==> src/design/central_gradient_surface_normal_unit_defines.svh <==
// Assertion helpers for the top-level design file.
`ifndef CENTRAL_GRADIENT_SURFACE_NORMAL_UNIT_DEFINES_SVH
`define CENTRAL_GRADIENT_SURFACE_NORMAL_UNIT_DEFINES_SVH

// Same-cycle implication, sampled on clk and disabled during reset.
`define CGSN_ASSERT_IMPLY(label, ante, cons, msg) \
    label: assert property (@(posedge clk) disable iff (!rst_n) (ante) |-> (cons)) \
        else $error(msg);

// Next-cycle implication, sampled on clk and disabled during reset.
`define CGSN_ASSERT_NEXT(label, ante, cons, msg) \
    label: assert property (@(posedge clk) disable iff (!rst_n) (ante) |=> (cons)) \
        else $error(msg);

`endif

==> src/design/cgsn_pkg.sv <==
package cgsn_pkg;

    localparam int FRAC_BITS = 15;
    localparam int Q_W       = FRAC_BITS + 1;
    localparam int T2_W      = 2 * Q_W;
    localparam logic [Q_W-1:0]       Q_ONE = Q_W'(1) << FRAC_BITS;
    localparam logic [FRAC_BITS-1:0] Q_CAP = {FRAC_BITS{1'b1}};

    localparam logic [1:0] REG_FRAME_WIDTH  = 2'd0;
    localparam logic [1:0] REG_FRAME_HEIGHT = 2'd1;
    localparam logic [1:0] REG_PIXEL_KIND   = 2'd2;

    typedef enum logic [2:0] {
        ST_IDLE,
        ST_RD0,
        ST_RD1,
        ST_CALC,
        ST_NEXT,
        ST_NORM,
        ST_OUT
    } ctrl_state_t;

    typedef enum logic [2:0] {
        N_IDLE,
        N_SQ,
        N_SUM,
        N_T,
        N_MUL,
        N_CMP
    } norm_state_t;

    typedef struct packed {
        logic [FRAC_BITS-1:0] qx;
        logic [FRAC_BITS-1:0] qy;
        logic [FRAC_BITS-1:0] qz;
    } norm_res_t;

endpackage

==> src/design/cgsn_norm.sv <==
// Computes round(a * 2^F / sqrt(s)) for x, y and z, one result bit at a time.
module cgsn_norm (
    input  logic                clk,
    input  logic                rst_n,
    input  logic                start,
    input  logic [15:0]         mag_x,
    input  logic [15:0]         mag_y,
    output logic                done,
    output cgsn_pkg::norm_res_t res
);

    localparam int QW = cgsn_pkg::Q_W;
    localparam int TW = cgsn_pkg::T2_W;

    cgsn_pkg::norm_state_t st_reg, st_next;

    logic [15:0]      ax_reg, ay_reg;
    logic [31:0]      a2x_reg, a2y_reg;
    logic [32:0]      s_reg;
    logic [1:0]       comp_reg;
    logic [4:0]       bit_reg;
    logic [QW-1:0]    q_reg, cand_reg;
    logic             cand_ok_reg;
    logic [TW-1:0]    t2_reg;
    logic [TW+16:0]   plo_reg;
    logic [TW+15:0]   phi_reg;
    logic [cgsn_pkg::FRAC_BITS-1:0] qx_reg, qy_reg, qz_reg;
    logic             done_reg;

    logic [QW-1:0]    cand;
    logic [QW:0]      t_full;
    logic [QW-1:0]    t;
    logic [31:0]      asel;
    logic [65:0]      prod, rhs;
    logic [QW-1:0]    q_new;
    logic [cgsn_pkg::FRAC_BITS-1:0] q_fin;

    always_comb
    begin
        cand   = q_reg | (QW'(1) << bit_reg);
        t_full = {cand, 1'b0} - (QW+1)'(1);
        t      = t_full[QW-1:0];
        case (comp_reg)
            2'd0:    asel = a2x_reg;
            2'd1:    asel = a2y_reg;
            default: asel = 32'd4;
        endcase
        prod  = {phi_reg, 17'b0} + 66'(plo_reg);
        rhs   = {2'b0, asel, 32'b0};
        q_new = (cand_ok_reg && prod <= rhs) ? cand_reg : q_reg;
        q_fin = (q_new > QW'(cgsn_pkg::Q_CAP)) ? cgsn_pkg::Q_CAP
                                              : q_new[cgsn_pkg::FRAC_BITS-1:0];
    end

    always_comb
    begin
        st_next = st_reg;
        case (st_reg)
            cgsn_pkg::N_IDLE: if (start) st_next = cgsn_pkg::N_SQ;
            cgsn_pkg::N_SQ:   st_next = cgsn_pkg::N_SUM;
            cgsn_pkg::N_SUM:  st_next = cgsn_pkg::N_T;
            cgsn_pkg::N_T:    st_next = cgsn_pkg::N_MUL;
            cgsn_pkg::N_MUL:  st_next = cgsn_pkg::N_CMP;
            cgsn_pkg::N_CMP:
            begin
                if (bit_reg == 5'd0 && comp_reg == 2'd2)
                begin
                    st_next = cgsn_pkg::N_IDLE;
                end
                else
                begin
                    st_next = cgsn_pkg::N_T;
                end
            end
            default:          st_next = cgsn_pkg::N_IDLE;
        endcase
    end

    always_ff @(posedge clk or negedge rst_n)
    begin
        if (!rst_n)
        begin
            st_reg   <= cgsn_pkg::N_IDLE;
            done_reg <= 1'b0;
        end
        else
        begin
            st_reg   <= st_next;
            done_reg <= (st_reg == cgsn_pkg::N_CMP) && bit_reg == 5'd0 && comp_reg == 2'd2;
        end
    end

    always_ff @(posedge clk)
    begin
        case (st_reg)
            cgsn_pkg::N_IDLE:
            begin
                if (start)
                begin
                    ax_reg <= mag_x;
                    ay_reg <= mag_y;
                end
            end
            cgsn_pkg::N_SQ:
            begin
                a2x_reg <= ax_reg * ax_reg;
                a2y_reg <= ay_reg * ay_reg;
            end
            cgsn_pkg::N_SUM:
            begin
                s_reg    <= 33'(a2x_reg) + 33'(a2y_reg) + 33'd4;
                comp_reg <= 2'd0;
                bit_reg  <= 5'(cgsn_pkg::FRAC_BITS);
                q_reg    <= '0;
            end
            cgsn_pkg::N_T:
            begin
                cand_reg    <= cand;
                cand_ok_reg <= cand <= cgsn_pkg::Q_ONE;
                t2_reg      <= t * t;
            end
            cgsn_pkg::N_MUL:
            begin
                plo_reg <= t2_reg * s_reg[16:0];
                phi_reg <= t2_reg * s_reg[32:17];
            end
            cgsn_pkg::N_CMP:
            begin
                if (bit_reg == 5'd0)
                begin
                    case (comp_reg)
                        2'd0:    qx_reg <= q_fin;
                        2'd1:    qy_reg <= q_fin;
                        default: qz_reg <= q_fin;
                    endcase
                    comp_reg <= comp_reg + 2'd1;
                    bit_reg  <= 5'(cgsn_pkg::FRAC_BITS);
                    q_reg    <= '0;
                end
                else
                begin
                    bit_reg <= bit_reg - 5'd1;
                    q_reg   <= q_new;
                end
            end
            default: ;
        endcase
    end

    assign done   = done_reg;
    assign res.qx = qx_reg;
    assign res.qy = qy_reg;
    assign res.qz = qz_reg;

endmodule

==> config.mk <==
export PLATFORM = sky130hd
export DESIGN_NAME = cgsn_norm
export DESIGN_NICKNAME = d
export VERILOG_FILES = /design/src/design/central_gradient_surface_normal_unit_defines.svh /design/src/design/cgsn_pkg.sv /design/src/design/cgsn_norm.sv
export SDC_FILE = /design/constraint.sdc
export NUM_CORES = 2
export LEC_CHECK = 0
export BUFFER_PORTS_ARGS = -buffer_cell sky130_fd_sc_hd__buf_2
export CORE_ASPECT_RATIO = 1.4
export CORE_MARGIN = 4
export CORE_UTILIZATION = 48
export CTS_CLUSTER_SIZE = 24
export DETAILED_ROUTE_END_ITERATION = 8
export GPL_TIMING_DRIVEN = 0
export HOLD_SLACK_MARGIN = 0.08
export PLACE_DENSITY_LB_ADDON = 0.15
export SLEW_MARGIN = 10
export SYNTH_ARGS = -nofsm -noshare
export SYNTH_HDL_FRONTEND = slang
export SYNTH_SLANG_ARGS = --single-unit
export TNS_END_PERCENT = 100
==> constraint.sdc <==
create_clock -name clk -period 17 [get_ports clk]
set_input_delay 0 -clock clk [delete_from_list [all_inputs] [get_ports clk]]
set_output_delay 0 -clock clk [all_outputs]
set_load 0.01 [all_outputs]
==> results.md <==
- Status: completed
- CTS resizes: 0
- DRC viols: 0
- Worst-case clock buffer depth: 3
- MaxCap Viol Count: 0
- Drt pass-1 iters: 8
- Final Hold Fails: 0
- GP Congestion: 0.9772
- Critical Path Sink Type: register
- First-pass GRT wire length: 314100 um
- H-Tree Depth: 2
- Core area: 0.1407 mm^2
- GR Layer Usage met2: 50.82%
- Yosys warns: 0
- Post-synth EDFFs: 338
- Gr ovfl total: 0
- Cells after Synth: 7081
- Num ports: 81
- GR Util met3: 3.183%
- Die width: 326.0 um
- CP arrival: 10780 ps
- Via count: 49353
- Chip Height: 453.2 um
- Synth cell types: 80
- Worst-path fanout max: 11
- Critical Path RT: 17350 ps
- Commonest non-fill, non-tap cells in the layout: 1609 x inv_1, 1318 x fa_1, 981 x nand2_1
- GR peak layer: met2
- Peak Freq: 95.88 MHz
- Layout cells sized above 1: 2.912%
- Average size of a mapped cell: 9.596 um^2
- Placed instance count: 9017
- Synth Register Bits: 342
- Slowest CP cell: xnor2_1
- Clk slew on worst S/H paths: 60 ps
- Met1 Use GR: 31.51%
- Min Tclk post-route: 10430 ps
- Slew margin rel.: 5.085%
- Family with the most delay on the worst path: adder cells
- Initial Utilization: 48.29%
- Largest net degree at the start of global routing: 34
- Buf/Inv on CP: 4
- Post-synthesis sequential area ratio: 15.08%
- Clk Latency, worst-skew pair: 620 ps
- Die area: 0.1477 mm^2
- Layout area overhead: 7.757%
- CP max stage delay: 1030 ps
- Initial antenna violation count: 7
- Post-synth top area cell: fa_1
- Fin Hold WS: 131.5 ps
- Crit path launch type: register
- Iter 0 DRT Violations: 2633
- Synth top area share: 38.83%
- DR WL/cell: 21.94 um
- Worst Hold Class: input port to register
- Synthesized cell area: 0.06795 mm^2
- CTS buffer count: 44
- Final setup TNS: 0 ps
- Post-DP HPWL: 172600 um
- Critical path class: register to register
- Nets: 9326
- Clk sinks: 342
- Max Slew Vio Count: 0
- Clk_skew: 27.73 ps
- FFs w/ async S/R, synth: 1.170%
- Dominant cells by area after synthesis: fa_1 39%, edfxtp_1 15%, ha_1 12%
- Root Driver: clkbuf_16
- Ys flop type: edfxtp_1
- Fin worst setup slack: 6570 ps
- CTS tree: done
- Vias per std cell: 5.385
- Row Count: 163
- Dpl ws: 6707 ps
- Total wire length: 201100 um
- Number of global-route vias before repair: 54198
- Max FFs per register: 49
- Final setup fails: 0
- GRT Util Overall: 27.96%
- I/O Buffers: 80
- Most common cell after layout, fill and taps aside: inv_1
- RSZ-0062 raised after global routing: false
- Actual slew at the worst max-slew pin: 1414 ps
- Final cell count without fillers: 9165
- Tcrit/Tclk final: 61.35%
- ANT nets after route: 0
==> cell usage after synthesis, drive strengths merged, types with 32 or more instances <==
| library cell | n |
|---|---|
| inv | 1610 |
| fa | 1318 |
| nand2 | 981 |
| ha | 659 |
| and2 | 403 |
| edfxtp | 338 |
| clkbuf | 254 |
| nor2 | 220 |
| a21oi | 218 |
| xnor2 | 193 |
| a21o | 149 |
| o21ai | 89 |
| xor2 | 71 |
| nand3 | 59 |
| nor3 | 38 |
| o21a | 36 |
| nand2b | 35 |
| and3 | 34 |
| mux2i | 32 |
==> cells by family after synthesis <==
| family | share of synthesized area [%] |
|---|---|
| buffers and inverters | 10.40 |
| flip-flops | 15.08 |
| AO/OA/AOI/OAI | 6.678 |
| AND/OR/NAND/NOR | 12.94 |
| multiplexers | 0.5211 |
| other | 0.01105 |
| adder cells (fa/ha/maj) | 50.96 |
| XOR/XNOR | 3.403 |
==> final timing paths <==
check,from,to,slack (ps),cells after the start
min,mag_y[9],ay_reg[9]$_DFFE_PP_,130,2
min in group asynchronous,rst_n,st_reg[2]$_DFFE_PN0P_,300,3
max,bit_reg[2]$_SDFFCE_PP1P_,t2_reg[30]$_DFFE_PP_,6570,28
min reg2reg,comp_reg[0]$_SDFFCE_PP0P_,comp_reg[0]$_SDFFCE_PP0P_,600,1
max in group asynchronous,rst_n,st_reg[1]$_DFFE_PN0P_,16520,3
max reg2reg,bit_reg[2]$_SDFFCE_PP1P_,t2_reg[30]$_DFFE_PP_,6570,28
==> cell type report <==
cell class              count  area (um^2)
diodes                      2        5.005
plain buffers             261         1002
clock buffers              51         1190
clock inverters            29        407.9
fillers                 13134        67500
inverters                1615         6062
multi-input cells        4884        50760
flip-flops and latches    342        10250
well taps                1815         2271
repair buffers            166         1271
==> stage by stage <==
stage | utilization [%] | area (um^2)
after global routing | 52.03 | 73220
after floorplan | - | 68030
after CTS | 52.03 | 73210
final | 52.03 | 73220
after detailed placement | 50.42 | 70950
after global placement | 50.24 | 70700
==> metal layers <==
metal  vias up  part of all wire [%]
li1      22178                     -
met1     25298                    37
met2      1353                    51
met3       518                   4.4
met4         6                   7.4
met5         -                 0.020
==> what timing repair did <==
action	in CTS	in global routing
endpoints found under the hold margin	50	0
hold buffers	66	0
endpoints found under the setup margin	0	0
buffers inserted	0	0
Power is not shown: default switching activity piles up to over one toggle a cycle in this logic, so the estimate is an artifact.
